===== config.mk =====
export PLATFORM = sky130hd
export DESIGN_NAME = fat_tree_route_hops_core
export DESIGN_NICKNAME = d
export VERILOG_FILES = /design/src/fth_pkg.sv /design/src/fth_cfg.sv /design/src/fth_div_pipe.sv /design/src/fth_route.sv /design/src/fth_serial.sv /design/src/fat_tree_route_hops_core.sv
export SDC_FILE = /design/constraint.sdc
export NUM_CORES = 2
export LEC_CHECK = 0
export BUFFER_PORTS_ARGS = -buffer_cell sky130_fd_sc_hd__buf_2
export CAP_MARGIN = 20
export CORE_MARGIN = 2
export CORE_UTILIZATION = 25
export CTS_BUF_LIST = sky130_fd_sc_hd__clkbuf_8
export DETAILED_ROUTE_END_ITERATION = 16
export GPL_TIMING_DRIVEN = 0
export PLACE_DENSITY = 0.48
export SLEW_MARGIN = 20
export SYNTH_ARGS = -nofsm -noshare
export SYNTH_HDL_FRONTEND = slang
export SYNTH_HIERARCHICAL = 1
export SYNTH_SLANG_ARGS = --single-unit

===== constraint.sdc =====
create_clock -name clk -period 23.6 [get_ports clk]
set_input_delay 2.36 -clock clk [delete_from_list [all_inputs] [get_ports clk]]
set_output_delay 2.36 -clock clk [all_outputs]
set_load 0.005 [all_outputs]

===== src/fth_pkg.sv =====
// Shared constants and types for the fat tree route hop block.
// Used by every module under src except fth_div_pipe; no dependencies.
package fth_pkg;

  localparam int MAX_ARITY_DEF = 64;
  localparam int RESET_ARITY   = 4;

  localparam int HOST_W      = 16;
  localparam int ARITY_CFG_W = 7;
  localparam int SWITCH_W    = 13;
  localparam int HOP_IDX_W   = 3;
  localparam int LAYER_W     = 2;
  localparam int MAX_HOPS    = 5;

  localparam logic [LAYER_W-1:0] LAYER_RACK = 2'd0;
  localparam logic [LAYER_W-1:0] LAYER_AGG  = 2'd1;
  localparam logic [LAYER_W-1:0] LAYER_CORE = 2'd2;

  // One complete route, ready to be sent out a hop at a time.
  typedef struct packed {
    logic [MAX_HOPS-1:0][SWITCH_W-1:0] sw;
    logic [MAX_HOPS-1:0][LAYER_W-1:0]  layer;
    logic [HOP_IDX_W-1:0]              last_idx;
    logic                              bad;
  } route_t;

  typedef struct packed {
    logic [SWITCH_W-1:0]  switch_number;
    logic [HOP_IDX_W-1:0] hop_index;
    logic [LAYER_W-1:0]   hop_layer;
    logic                 last_hop;
    logic                 bad_host;
  } hop_t;

endpackage


===== src/fth_cfg.sv =====
// Arity register and the tree sizes derived from it.
// Depends on fth_pkg.
module fth_cfg #(
  parameter int MAX_ARITY = fth_pkg::MAX_ARITY_DEF,
  localparam int KW   = $clog2(MAX_ARITY + 1),
  localparam int HW   = $clog2(MAX_ARITY / 2 + 1),
  localparam int PPW  = 2 * HW,
  localparam int KSQW = 2 * KW,
  localparam int HSW  = KW + PPW
) (
  input  logic                               clk,
  input  logic                               rst,
  input  logic                               cfg_we,
  input  logic [fth_pkg::ARITY_CFG_W-1:0]    cfg_data,
  output logic [KW-1:0]                      k,
  output logic [HW-1:0]                      half,
  output logic [PPW-1:0]                     per_pod,
  output logic [KSQW-1:0]                    ksq,
  output logic [HSW-1:0]                     hosts,
  output logic                               settling
);

  localparam int CMPW = (KW > fth_pkg::ARITY_CFG_W) ? KW : fth_pkg::ARITY_CFG_W;
  localparam logic [CMPW-1:0] TOP = CMPW'(MAX_ARITY - (MAX_ARITY % 2));
  localparam int RST_HALF = fth_pkg::RESET_ARITY / 2;

  logic [CMPW-1:0] raw;
  logic [CMPW-1:0] clamp;
  logic [KW-1:0]   k_w;
  logic [HW-1:0]   half_w;

  // Drop the low bit, then clamp into the supported range.
  assign raw = CMPW'({cfg_data[fth_pkg::ARITY_CFG_W-1:1], 1'b0});

  always_comb begin
    clamp = raw;
    if (raw < CMPW'(2)) begin
      clamp = CMPW'(2);
    end else if (raw > TOP) begin
      clamp = TOP;
    end
  end

  assign k_w    = clamp[KW-1:0];
  assign half_w = HW'(k_w >> 1);

  always_ff @(posedge clk) begin
    if (rst) begin
      k        <= KW'(fth_pkg::RESET_ARITY);
      half     <= HW'(RST_HALF);
      per_pod  <= PPW'(RST_HALF * RST_HALF);
      ksq      <= KSQW'(fth_pkg::RESET_ARITY * fth_pkg::RESET_ARITY);
      hosts    <= HSW'(fth_pkg::RESET_ARITY * RST_HALF * RST_HALF);
      settling <= 1'b0;
    end else begin
      settling <= cfg_we;
      if (cfg_we) begin
        k       <= k_w;
        half    <= half_w;
        per_pod <= PPW'(half_w) * PPW'(half_w);
        ksq     <= KSQW'(k_w) * KSQW'(k_w);
      end
      // Host count needs the new per-pod size, so it is updated in the cycle after it.
      if (settling) begin
        hosts <= HSW'(per_pod) * HSW'(k);
      end
    end
  end

endmodule


===== src/fth_div_pipe.sv =====
// Two-lane pipelined restoring divider, one quotient bit per stage.
// Both lanes share the divisor; a sideband word travels with each item.
module fth_div_pipe #(
  parameter int NW = 16,
  parameter int DW = 12,
  parameter int QW = 6,
  parameter int SW = 1
) (
  input  logic          clk,
  input  logic          rst,
  input  logic          en,
  input  logic          in_valid,
  input  logic [NW-1:0] in_num [2],
  input  logic [DW-1:0] divisor,
  input  logic [SW-1:0] in_side,
  output logic          out_valid,
  output logic [QW-1:0] out_quo [2],
  output logic [DW-1:0] out_rem [2],
  output logic [SW-1:0] out_side
);

  localparam int CW = (DW + QW > NW) ? DW + QW : NW;

  logic          vld  [QW+1];
  logic [NW-1:0] rem  [QW+1][2];
  logic [QW-1:0] quo  [QW+1][2];
  logic [SW-1:0] side [QW+1];

  assign vld[0]    = in_valid;
  assign rem[0][0] = in_num[0];
  assign rem[0][1] = in_num[1];
  assign quo[0][0] = '0;
  assign quo[0][1] = '0;
  assign side[0]   = in_side;

  for (genvar s = 0; s < QW; s++) begin : g_stage
    localparam int BIT = QW - 1 - s;
    logic [CW-1:0] trial;
    logic [NW-1:0] rem_n [2];
    logic [QW-1:0] quo_n [2];

    assign trial = CW'(divisor) << BIT;

    for (genvar l = 0; l < 2; l++) begin : g_lane
      logic take;
      assign take     = CW'(rem[s][l]) >= trial;
      assign rem_n[l] = take ? NW'(CW'(rem[s][l]) - trial) : rem[s][l];
      assign quo_n[l] = quo[s][l] | (QW'(take) << BIT);
    end

    always_ff @(posedge clk) begin
      if (rst) begin
        vld[s+1] <= 1'b0;
      end else if (en) begin
        vld[s+1] <= vld[s];
      end
      if (en) begin
        rem[s+1]  <= rem_n;
        quo[s+1]  <= quo_n;
        side[s+1] <= side[s];
      end
    end
  end

  assign out_valid  = vld[QW];
  assign out_quo[0] = quo[QW][0];
  assign out_quo[1] = quo[QW][1];
  assign out_rem[0] = DW'(rem[QW][0]);
  assign out_rem[1] = DW'(rem[QW][1]);
  assign out_side   = side[QW];

endmodule


===== src/fth_route.sv =====
// Three stages that turn pod, rack and position numbers into switch numbers.
// Depends on fth_pkg for route_t and the layer codes.
module fth_route #(
  parameter int MAX_ARITY = fth_pkg::MAX_ARITY_DEF,
  localparam int KW   = $clog2(MAX_ARITY + 1),
  localparam int HW   = $clog2(MAX_ARITY / 2 + 1),
  localparam int KSQW = 2 * KW,
  localparam int QA   = $clog2(MAX_ARITY),
  localparam int QB   = $clog2(MAX_ARITY / 2)
) (
  input  logic                 clk,
  input  logic                 rst,
  input  logic                 en,
  input  logic                 in_valid,
  input  logic                 in_bad,
  input  logic [QA-1:0]        spod,
  input  logic [QA-1:0]        dpod,
  input  logic [QB-1:0]        srack_loc,
  input  logic [QB-1:0]        drack_loc,
  input  logic [HW-1:0]        dpos,
  input  logic [KW-1:0]        k,
  input  logic [HW-1:0]        half,
  input  logic [KSQW-1:0]      ksq,
  output logic                 out_valid,
  output fth_pkg::route_t      out_route
);

  localparam int HW1 = HW + 1;
  localparam int PPW = 2 * HW;
  localparam int PKW = QA + KW;
  localparam int WW  = (2 * KW + 2 > fth_pkg::SWITCH_W) ? 2 * KW + 2 : fth_pkg::SWITCH_W;
  localparam int SWW = fth_pkg::SWITCH_W;

  // stage 1
  logic           v1, bad1, same_pod1, same_rack1;
  logic [PKW-1:0] spodk1, dpodk1;
  logic [QB-1:0]  rs1, rd1;
  logic [HW-1:0]  dpos1, agg1;
  logic [HW1-1:0] agg_sum;
  logic [HW-1:0]  agg_n;

  // stage 2
  logic           v2, bad2, same_pod2, same_rack2;
  logic [WW-1:0]  srack2, drack2, aggs2, aggd2;
  logic [HW-1:0]  cidx2;
  logic [PPW-1:0] aghalf2;
  logic [HW1-1:0] c_sum;
  logic [HW-1:0]  c_n;

  // stage 3
  logic [WW-1:0]       core_n;
  fth_pkg::route_t     route_n;

  // Rack switch number mod k/2 is its rack offset, so the sum stays below k.
  assign agg_sum = HW1'(srack_loc) + HW1'(dpos);
  assign agg_n   = (agg_sum >= HW1'(half)) ? HW'(agg_sum - HW1'(half)) : HW'(agg_sum);

  always_ff @(posedge clk) begin
    if (rst) begin
      v1 <= 1'b0;
    end else if (en) begin
      v1 <= in_valid;
    end
    if (en) begin
      bad1       <= in_bad;
      same_pod1  <= spod == dpod;
      same_rack1 <= (spod == dpod) && (srack_loc == drack_loc);
      spodk1     <= PKW'(spod) * PKW'(k);
      dpodk1     <= PKW'(dpod) * PKW'(k);
      rs1        <= srack_loc;
      rd1        <= drack_loc;
      dpos1      <= dpos;
      agg1       <= agg_n;
    end
  end

  assign c_sum = HW1'(agg1) + HW1'(dpos1);
  assign c_n   = (c_sum >= HW1'(half)) ? HW'(c_sum - HW1'(half)) : HW'(c_sum);

  always_ff @(posedge clk) begin
    if (rst) begin
      v2 <= 1'b0;
    end else if (en) begin
      v2 <= v1;
    end
    if (en) begin
      bad2       <= bad1;
      same_pod2  <= same_pod1;
      same_rack2 <= same_rack1;
      srack2     <= WW'(spodk1) + WW'(rs1);
      drack2     <= WW'(dpodk1) + WW'(rd1);
      aggs2      <= WW'(spodk1) + WW'(half) + WW'(agg1);
      aggd2      <= WW'(dpodk1) + WW'(half) + WW'(agg1);
      cidx2      <= c_n;
      aghalf2    <= PPW'(agg1) * PPW'(half);
    end
  end

  assign core_n = WW'(ksq) + WW'(aghalf2) + WW'(cidx2);

  always_comb begin
    route_n          = '0;
    route_n.sw[0]    = SWW'(srack2);
    route_n.layer[0] = fth_pkg::LAYER_RACK;
    if (bad2) begin
      route_n.sw  = '0;
      route_n.bad = 1'b1;
    end else if (same_rack2) begin
      route_n.last_idx = fth_pkg::HOP_IDX_W'(0);
    end else if (same_pod2) begin
      route_n.sw[1]    = SWW'(aggs2);
      route_n.layer[1] = fth_pkg::LAYER_AGG;
      route_n.sw[2]    = SWW'(drack2);
      route_n.layer[2] = fth_pkg::LAYER_RACK;
      route_n.last_idx = fth_pkg::HOP_IDX_W'(2);
    end else begin
      route_n.sw[1]    = SWW'(aggs2);
      route_n.layer[1] = fth_pkg::LAYER_AGG;
      route_n.sw[2]    = SWW'(core_n);
      route_n.layer[2] = fth_pkg::LAYER_CORE;
      route_n.sw[3]    = SWW'(aggd2);
      route_n.layer[3] = fth_pkg::LAYER_AGG;
      route_n.sw[4]    = SWW'(drack2);
      route_n.layer[4] = fth_pkg::LAYER_RACK;
      route_n.last_idx = fth_pkg::HOP_IDX_W'(4);
    end
  end

  always_ff @(posedge clk) begin
    if (rst) begin
      out_valid <= 1'b0;
    end else if (en) begin
      out_valid <= v2;
    end
    if (en) begin
      out_route <= route_n;
    end
  end

endmodule


===== src/fth_serial.sv =====
// Holds one finished route and sends it out one hop per cycle.
// Depends on fth_pkg for route_t and hop_t.
module fth_serial (
  input  logic            clk,
  input  logic            rst,
  input  logic            in_valid,
  input  fth_pkg::route_t in_route,
  output logic            adv,
  output logic            strobe,
  output fth_pkg::hop_t   hop
);

  logic                               v;
  fth_pkg::route_t                    rt;
  logic [fth_pkg::HOP_IDX_W-1:0]      idx;

  // Free when empty or when the final hop goes out this cycle.
  assign adv = !v || (idx == rt.last_idx);

  always_ff @(posedge clk) begin
    if (rst) begin
      v   <= 1'b0;
      idx <= '0;
    end else if (adv) begin
      v   <= in_valid;
      idx <= '0;
    end else begin
      idx <= idx + fth_pkg::HOP_IDX_W'(1);
    end
    if (adv) begin
      rt <= in_route;
    end
  end

  assign strobe            = v;
  assign hop.switch_number = rt.sw[idx];
  assign hop.hop_index     = idx;
  assign hop.hop_layer     = rt.layer[idx];
  assign hop.last_hop      = idx == rt.last_idx;
  assign hop.bad_host      = rt.bad;

endmodule


===== src/fat_tree_route_hops_core.sv =====
// Top level: deterministic hop list through a k-ary fat tree.
// Depends on fth_pkg, fth_cfg, fth_div_pipe, fth_route and fth_serial.
//
//  channel  direction  handshake            fields
//  input    in         start / busy         source_host, destination_host
//  result   out        strobe, one cycle    switch_number, hop_index, hop_layer,
//                                           last_hop, bad_host
//  config   in         cfg_we               cfg_data (tree arity)
//
// An item runs through an input register, log2(MAX_ARITY) divider stages for
// pod, log2(MAX_ARITY/2) stages for rack and position, and three stages that
// form switch numbers. The output stage sends one hop per cycle, and a route
// has 1, 3 or 5 hops; busy holds the whole pipeline while a route still has
// hops to send, and in the cycle after a config write while the host count
// updates.
// Reset is synchronous and clears all valid bits; arity returns to 4.
module fat_tree_route_hops_core #(
  parameter int MAX_ARITY = fth_pkg::MAX_ARITY_DEF
) (
  input  logic                                  clk,
  input  logic                                  rst,
  input  logic                                  start,
  output logic                                  busy,
  input  logic [fth_pkg::HOST_W-1:0]            source_host,
  input  logic [fth_pkg::HOST_W-1:0]            destination_host,
  input  logic                                  cfg_we,
  input  logic [fth_pkg::ARITY_CFG_W-1:0]       cfg_data,
  output logic                                  strobe,
  output logic [fth_pkg::SWITCH_W-1:0]          switch_number,
  output logic [fth_pkg::HOP_IDX_W-1:0]         hop_index,
  output logic [fth_pkg::LAYER_W-1:0]           hop_layer,
  output logic                                  last_hop,
  output logic                                  bad_host
);

  localparam int KW   = $clog2(MAX_ARITY + 1);
  localparam int HW   = $clog2(MAX_ARITY / 2 + 1);
  localparam int PPW  = 2 * HW;
  localparam int KSQW = 2 * KW;
  localparam int HSW  = KW + PPW;
  localparam int QA   = $clog2(MAX_ARITY);
  localparam int QB   = $clog2(MAX_ARITY / 2);
  localparam int HCW  = (HSW > fth_pkg::HOST_W) ? HSW : fth_pkg::HOST_W;

  logic [KW-1:0]   cfg_k;
  logic [HW-1:0]   cfg_half;
  logic [PPW-1:0]  cfg_per_pod;
  logic [KSQW-1:0] cfg_ksq;
  logic [HSW-1:0]  cfg_hosts;
  logic            settling;

  logic            adv;
  logic            accept;

  logic                       v0, bad0;
  logic [fth_pkg::HOST_W-1:0] host0 [2];

  logic            va;
  logic [QA-1:0]   quo_a [2];
  logic [PPW-1:0]  rem_a [2];
  logic            side_a;

  logic                 vb;
  logic [QB-1:0]        quo_b [2];
  logic [HW-1:0]        rem_b [2];
  logic [2*QA:0]        side_b;

  logic            vr;
  fth_pkg::route_t route;
  fth_pkg::hop_t   hop;

  fth_cfg #(.MAX_ARITY(MAX_ARITY)) u_cfg (
    .clk      (clk),
    .rst      (rst),
    .cfg_we   (cfg_we),
    .cfg_data (cfg_data),
    .k        (cfg_k),
    .half     (cfg_half),
    .per_pod  (cfg_per_pod),
    .ksq      (cfg_ksq),
    .hosts    (cfg_hosts),
    .settling (settling)
  );

  assign busy   = !adv || settling;
  assign accept = start && !busy;

  always_ff @(posedge clk) begin
    if (rst) begin
      v0 <= 1'b0;
    end else if (adv) begin
      v0 <= accept;
    end
    if (adv) begin
      host0[0] <= source_host;
      host0[1] <= destination_host;
      bad0     <= (HCW'(source_host) >= HCW'(cfg_hosts)) ||
                  (HCW'(destination_host) >= HCW'(cfg_hosts));
    end
  end

  // host / (k/2)^2 gives pod, remainder is the host's place in the pod
  fth_div_pipe #(.NW(fth_pkg::HOST_W), .DW(PPW), .QW(QA), .SW(1)) u_div_pod (
    .clk       (clk),
    .rst       (rst),
    .en        (adv),
    .in_valid  (v0),
    .in_num    (host0),
    .divisor   (cfg_per_pod),
    .in_side   (bad0),
    .out_valid (va),
    .out_quo   (quo_a),
    .out_rem   (rem_a),
    .out_side  (side_a)
  );

  // place in pod / (k/2) gives rack and position in rack
  fth_div_pipe #(.NW(PPW), .DW(HW), .QW(QB), .SW(2 * QA + 1)) u_div_rack (
    .clk       (clk),
    .rst       (rst),
    .en        (adv),
    .in_valid  (va),
    .in_num    (rem_a),
    .divisor   (cfg_half),
    .in_side   ({side_a, quo_a[0], quo_a[1]}),
    .out_valid (vb),
    .out_quo   (quo_b),
    .out_rem   (rem_b),
    .out_side  (side_b)
  );

  fth_route #(.MAX_ARITY(MAX_ARITY)) u_route (
    .clk       (clk),
    .rst       (rst),
    .en        (adv),
    .in_valid  (vb),
    .in_bad    (side_b[2*QA]),
    .spod      (side_b[2*QA-1:QA]),
    .dpod      (side_b[QA-1:0]),
    .srack_loc (quo_b[0]),
    .drack_loc (quo_b[1]),
    .dpos      (rem_b[1]),
    .k         (cfg_k),
    .half      (cfg_half),
    .ksq       (cfg_ksq),
    .out_valid (vr),
    .out_route (route)
  );

  fth_serial u_serial (
    .clk      (clk),
    .rst      (rst),
    .in_valid (vr),
    .in_route (route),
    .adv      (adv),
    .strobe   (strobe),
    .hop      (hop)
  );

  assign switch_number = hop.switch_number;
  assign hop_index     = hop.hop_index;
  assign hop_layer     = hop.hop_layer;
  assign last_hop      = hop.last_hop;
  assign bad_host      = hop.bad_host;

  a_hold_mid_route: assert property (@(posedge clk) disable iff (rst)
    strobe && !last_hop |-> busy)
    else $error("input taken while a route still has hops to send");

  a_bad_single: assert property (@(posedge clk) disable iff (rst)
    strobe && bad_host |-> last_hop && hop_index == '0)
    else $error("bad host result is not a single hop");

  a_hop_step: assert property (@(posedge clk) disable iff (rst)
    strobe && !last_hop |=> strobe && hop_index == $past(hop_index) + 3'd1)
    else $error("route hops not sent in consecutive cycles");

  a_cfg_settle: assert property (@(posedge clk) disable iff (rst)
    cfg_we |=> busy)
    else $error("input taken before host count updated");

endmodule

# Word level (Yosys, flattened, before mapping)
# Index checks and enable logic that the tools add are counted.
[totals] register_bits=849 out_inout_bits=22 elab_cells=255
[op_classes] add_sub_neg=34 multipliers=6 order_cmp=29 n_eq_ne=3 n_mux=34 n_bitwise=18 n_reduce_logical=11
[op_table] operator="2-to-1 mux 16 bit" n=10
[op_table] operator="2-to-1 mux 12 bit" n=10
[op_table] operator="adder 13 x 6 -> 13 bit" n=5
[op_table] operator="subtractor 16 bit" n=4
[op_table] operator="binary-select mux 13 bit (select 3 bit)" n=1
[op_table] operator="greater-or-equal comparator 16 x 19 -> 1 bit" n=2
[op_table] operator="greater-or-equal comparator 16 x 17 -> 1 bit" n=2
[op_table] operator="greater-or-equal comparator 16 x 12 -> 1 bit" n=2
[op_table] operator="greater-or-equal comparator 16 x 13 -> 1 bit" n=2
[op_table] operator="greater-or-equal comparator 16 x 14 -> 1 bit" n=2
[op_table] operator="greater-or-equal comparator 16 x 15 -> 1 bit" n=2
[op_table] operator="greater-or-equal comparator 16 bit" n=2
[op_table] operator="subtractor 16 x 13 -> 16 bit" n=2
[op_table] operator="subtractor 16 x 14 -> 16 bit" n=2
[op_table] operator="subtractor 16 x 15 -> 16 bit" n=2
[op_table] operator="adder 13 x 5 -> 13 bit" n=2
[op_table] operator="multiplier 6 x 7 -> 13 bit" n=2
[op_table] operator="2-to-1 mux 26 bit" n=1
[op_table] operator="greater-or-equal comparator 12 x 10 -> 1 bit" n=2
[op_table] operator="greater-or-equal comparator 12 x 6 -> 1 bit" n=2
[op_table] operator="greater-or-equal comparator 12 x 7 -> 1 bit" n=2
[op_table] operator="greater-or-equal comparator 12 x 8 -> 1 bit" n=2
[op_table] operator="greater-or-equal comparator 12 x 9 -> 1 bit" n=2
[op_table] operator="multiplier 6 x 6 -> 12 bit" n=2
[op_table] operator="other kinds (41)" n=68

# Longest topological paths before layout
[depth] depth_word=6 depth_mapped=16

# Hierarchy
# The synthesis kept the hierarchy.
[modules_own_cells] mod="fth_div_pipe at u_div_pod" instances=1 cells_each=1481 area_per_inst_um2=16101.7 seq_area_each_um2=7086.8
[modules_own_cells] mod="fth_route" instances=1 cells_each=1214 area_per_inst_um2=13835.8 seq_area_each_um2=5855.6
[modules_own_cells] mod="fth_div_pipe at u_div_rack" instances=1 cells_each=793 area_per_inst_um2=10279.9 seq_area_each_um2=6195.9
[modules_own_cells] mod="fth_cfg" instances=1 cells_each=529 area_per_inst_um2=4688.2 seq_area_each_um2=820.8
[modules_own_cells] mod="fth_serial" instances=1 cells_each=185 area_per_inst_um2=3316.9 seq_area_each_um2=2452.4
[modules_own_cells] mod="fat_tree_route_hops_core" instances=1 cells_each=136 area_per_inst_um2=1776.7 seq_area_each_um2=1011.0

# Least setup slack after synthesis
# OpenSTA, ideal clock, no wires.
[synth_timing] kind="register to output" startpoint="register u_serial/idx[0] in the netlist's numbering" endpoint="output busy" arrival_ns=19.165 required_time_ns=21.240 path_slack_ns=2.075 stages_incl_launch_ff=5 n_path_buf=1 path_cell_list="dfxtp_1 buf_6 xor2_1 o31ai_4 nand2b_1"
[synth_via] elab_chain_cells=4
[synth_rtl] element="start: declaration" line="fth_serial.sv:15" text="logic [fth_pkg::HOP_IDX_W-1:0] idx;"
[synth_rtl] element="start signal: assignment" line="fth_serial.sv:28" text="idx <= idx + fth_pkg::HOP_IDX_W'(1);"
[synth_rtl] element="== test 3 bit" line="fth_serial.sv:18" text="assign adv = !v || (idx == rt.last_idx);"
[synth_rtl] element="logical OR 1 bit" line="fth_serial.sv:18"
[synth_rtl] element="named net adv" line="fat_tree_route_hops_core.sv:52" text="logic adv;"
[synth_rtl] element="logical NOT 1 bit" line="fat_tree_route_hops_core.sv:85" text="assign busy = !adv || settling;"
[synth_rtl] element="logical OR 1 bit" line="fat_tree_route_hops_core.sv:85"
[synth_rtl] element="end: declaration" line="fat_tree_route_hops_core.sv:23" text="output logic busy,"
# The timed path passes the listed nets, and every way through them passes these cells.

# Final worst setup path
[layout_timing] startpoint="input cfg_data[6] in the netlist's numbering" endpoint="register u_cfg.ksq[12]"
[layout_via] elab_chain_cells=4
[layout_rtl] element="start: declaration" line="fat_tree_route_hops_core.sv:27" text="input logic [fth_pkg::ARITY_CFG_W-1:0] cfg_data,"
[layout_rtl] element="> comparator 7 bit" line="fth_cfg.sv:39" text="end else if (raw > TOP) begin"
[layout_rtl] element="2-to-1 mux 7 bit" line="fth_cfg.sv:39"
[layout_rtl] element="2-to-1 mux 7 bit (*)" line="fth_cfg.sv:37" text="if (raw < CMPW'(2)) begin"
[layout_rtl] element="named net u_cfg.clamp[3]" line="fth_cfg.sv:28" text="logic [CMPW-1:0] clamp;"
[layout_rtl] element="multiplier 7 x 7 -> 13 bit (*)" line="fth_cfg.sv:61" text="ksq <= KSQW'(k_w) * KSQW'(k_w);"
[layout_rtl] element="end signal: assignment" line="fth_cfg.sv:52" text="ksq <= KSQW'(fth_pkg::RESET_ARITY * fth_pkg::RESET_ARITY);"
[layout_rtl] element="end signal: assignment" line="fth_cfg.sv:61"
[layout_rtl] element="end: declaration" line="fth_cfg.sv:18" text="output logic [KSQW-1:0] ksq,"
# The timed path passes the listed nets; every way through them passes the cells marked *.
# A chain may end at the register's enable or synchronous reset.

==> impl.org <==
** Outcome
- Result of the run :: finished clean

** Clocking
- Post-CTS resize count :: 0
- Counting the buffers created by CTS gives roughly 140.
- Htree depth :: 4
- For this design, the CTS-stage hold fixing added 0 buffers.
- CTS tree :: done
- Total setup buffers inserted after CTS :: 0
- Clock latency on the worst-skew pair :: roughly 0.86 ns
- Clock-pin transition on the worst setup and hold timing paths :: about 0.06 ns
- The cell sitting at the root of the clock tree is a clkbuf_8.
- Clk sinks :: approximately 790
- Maximum number of buffers from clock root to sink :: 3

** Routing
- Detailed route wirelength on metal2 :: between 50000 and 60000 µm
- The detail route stage leaves a number of antenna-violating nets equal to 0.
- Final Routed Wirelength :: 116000 µm
- Iteration-0 DRC count of the detailed router :: roughly 1600
- Total routed wire length on the met1 layer :: ~55000 µm
- In the detailed route, the total length drawn on met3 is 3780 µm.
- Post-DR wirelength/cell :: between 15 and 20 µm
- In the routed layout, each cell is associated on average with a via count of about 4.4.
- The routed layout has approximately 32000 vias.
- Residual DRC count :: 0
- Signal routing reaches up to met4.
- Iteration count of the initial detailed-routing pass :: 5

** Place
- Port buffering added slightly above 60 buffers.
- Detailed placement ended at an HPWL of between 80000 and 90000 µm.
- Placed instance area :: roughly 54000 µm²
- Placer's final routability congestion estimate :: 0.832

** STA
- Slew Viols, Final :: 0
- Static timing analysis puts the maximum clock frequency at about 170 MHz.
- Setup repair after global routing left no endpoint under its margin.
- Setup violations remaining at the end of the flow were counted as 0.
- For the finished layout, the period the worst path requires is between 5 and 6 ns.
- Worst-margin pin slew :: around 1.1 ns
- In the finished design, the share of the clock period the worst path needs comes to about 25%.
- The worst pin sits at a relative slew slack of approximately 27%.
- Largest clock skew in the final design :: between 0.04 and 0.05 ns
- On the final layout, the worst hold slack is around 0.4 ns.
- Final-report hold violation count :: 0

** Layout
- The net count of the finished layout is slightly above 5000.
- From synthesis to final layout, the design area changed by 14.1%.
- Share of cells above drive strength 1 :: approximately an eighth
- With fillers left out, the area of the finished cells amounts to roughly 57000 µm².

** Min path
- Worst hold stages :: 0
- The min-delay analysis places its worst path in the category register to register.

** Die
- Number of top-level design ports :: 65
- The initial utilization of the core area, before any placement, comes to around a quarter.
- The floorplan step set the die width to 449 µm.
- Area enclosed by the die boundary :: 202000 µm²
- FP Rows :: ~160
- Die height :: ~450 µm
- The region available for standard cell placement spans 197000 µm².

** Critical path
- STA classifies the critical path endpoint as a register.
- Cell occurring most often along the worst timing path :: fa_1
- Worst r2r path cells :: 16
- Buf+Inv Stages, Crit Path :: 3
- Worst-path fanout max :: 6
- The worst register-to-register path has a setup slack of roughly 18 ns.
- Walking the worst path, the cells encountered are buf_2, nor2b_1, and2_1, fa_1, inv_1, fa_1, fa_1, inv_1, ha_1, fa_1, a21oi_1, o22ai_1, a21oi_1, o2111a_1, a2111oi_0.
- For this run, the slowest stage of the critical path takes roughly 0.57 ns.
- At the worst endpoint, the required time is about 24 ns.
- Type of element launching the critical path :: input pin
- The slowest stage of the critical path is the fa_1 cell.
- Arrival time at the worst endpoint :: about 6.7 ns
- In this design, the largest share of critical-path delay is due to adder cells.
- Stages on worst setup path :: 15
- The setup path with the least slack is of type input pin to register.

** Power
- The analysis attributes to cell leakage a power of ~23 nW.
- Power density over cell area :: between 100 and 150 nW/µm²
- Peak supply drop :: 0.0000468 V

** Yosys
- Netlist area before placement :: 49500 µm²
- Yosys warning count :: 6
- Averaged over all synthesized cells, the footprint is between 10 and 15 µm².
- Gate count after technology mapping :: between 4000 and 5000

** Global routing
- The first global-routing pass estimated 184000 µm of wire.
- Overflow left after global routing :: 0
- Number of antenna violations at the first check in global routing :: 3
- Entering global routing, the biggest net connects 21 pins.
- Global-route usage over all layers :: between 10 and 15%
- The number of global-route vias before repair came to ~33000.

** Flow run
- The tool flagged a number of max-cap violations equal to 0.
worst paths after layout:
kind	start	endpoint
max	cfg_data[6]	u_cfg/ksq[12]
min	u_route/out_route[16]	u_serial/rt[16]
max reg2reg	u_cfg/k[3]	u_cfg/hosts[18]
min reg2reg	u_route/out_route[16]	u_serial/rt[16]
through the flow:
step	util (%)	TNS [ns]	instances	power [mW]	setup WS, ns
3_5_place_dp	27.4	0	7074	5.87	16.85
4_1_cts	28.7	0	7321	7.13	17.77
2_1_floorplan	-	0	4314	5.08	2.22
5_1_grt	28.7	0	7323	7.68	17.43
6_report	28.7	0	7323	7.06	17.68
3_3_place_gp	27.0	-3199.29	7016	5.82	-6.33
final cells by class:
class	count	area (µm²)
clock buffers	147	2020
diodes	2	5.00
fillers	20366	141000
clock inverters	100	531
flip-flops and latches	793	23200
well taps	2640	3300
inverters	361	1360
repair buffers	120	1060
multi-input cells	2994	24000
plain buffers	166	1040
sequential cells by signal, summed over array words and instances (netlist names), 18 cells and up:
| register | cells |
|---|---|
| u_div_pod/rem | 160 |
| u_div_rack/rem | 96 |
| u_serial/rt | 78 |
| u_route/out_route | 69 |
| u_div_rack/side | 52 |
| host0 | 32 |
| u_div_pod/quo | 30 |
| u_div_pod/out_rem | 24 |
| u_div_rack/quo | 20 |
| u_cfg/hosts | 18 |
worst register-to-register path: cells and delay by family (launching register included):
family	cells	cell delay [ns]
AND/OR/NAND/NOR	2	0.35
AO/OA/AOI/OAI	4	1.32
buffers and inverters	4	0.66
flip-flops	1	1.02
adder cells (fa/ha/maj)	6	2.33
layout by cell type, fill, tap and decap left out, types with 24 or more instances in the layout:
master	instances
edfxtp_1	734
ha_1	416
inv_1	400
nor2_1	280
a21oi_1	257
nand2_1	204
o21ai_0	179
and2_1	164
fa_1	155
xnor2_1	151
clkbuf_8	147
mux2_2	99
mux2i_1	92
nor2b_1	79
buf_2	78
xor2_1	78
nor3_1	76
buf_4	76
o21a_1	70
a21o_1	62
nand3_1	61
clkbuf_1	56
dfxtp_1	56
buf_6	46
nand4_1	39
a211oi_1	39
nand2b_1	35
clkinv_1	31
nor4_1	29
or3_1	28
o31a_1	25
o211ai_1	24
where the power goes:
part           switching, mW  leakage, nW  internal [mW]  total (mW)
Sequential             0.268         8.26           2.24        2.51
Clock                  0.598         1.46          0.594        1.19
Combinational           1.80         13.1           1.56        3.36
metal layers:
layer / up-vias / global-route usage, %
li1: 16161 / -
met2: 496 / 19.0
met3: 194 / 2.03
met4: 0 / 4.38
met5: - / 0
met1: 15518 / 14.9
(Power assumes the default switching activity.)
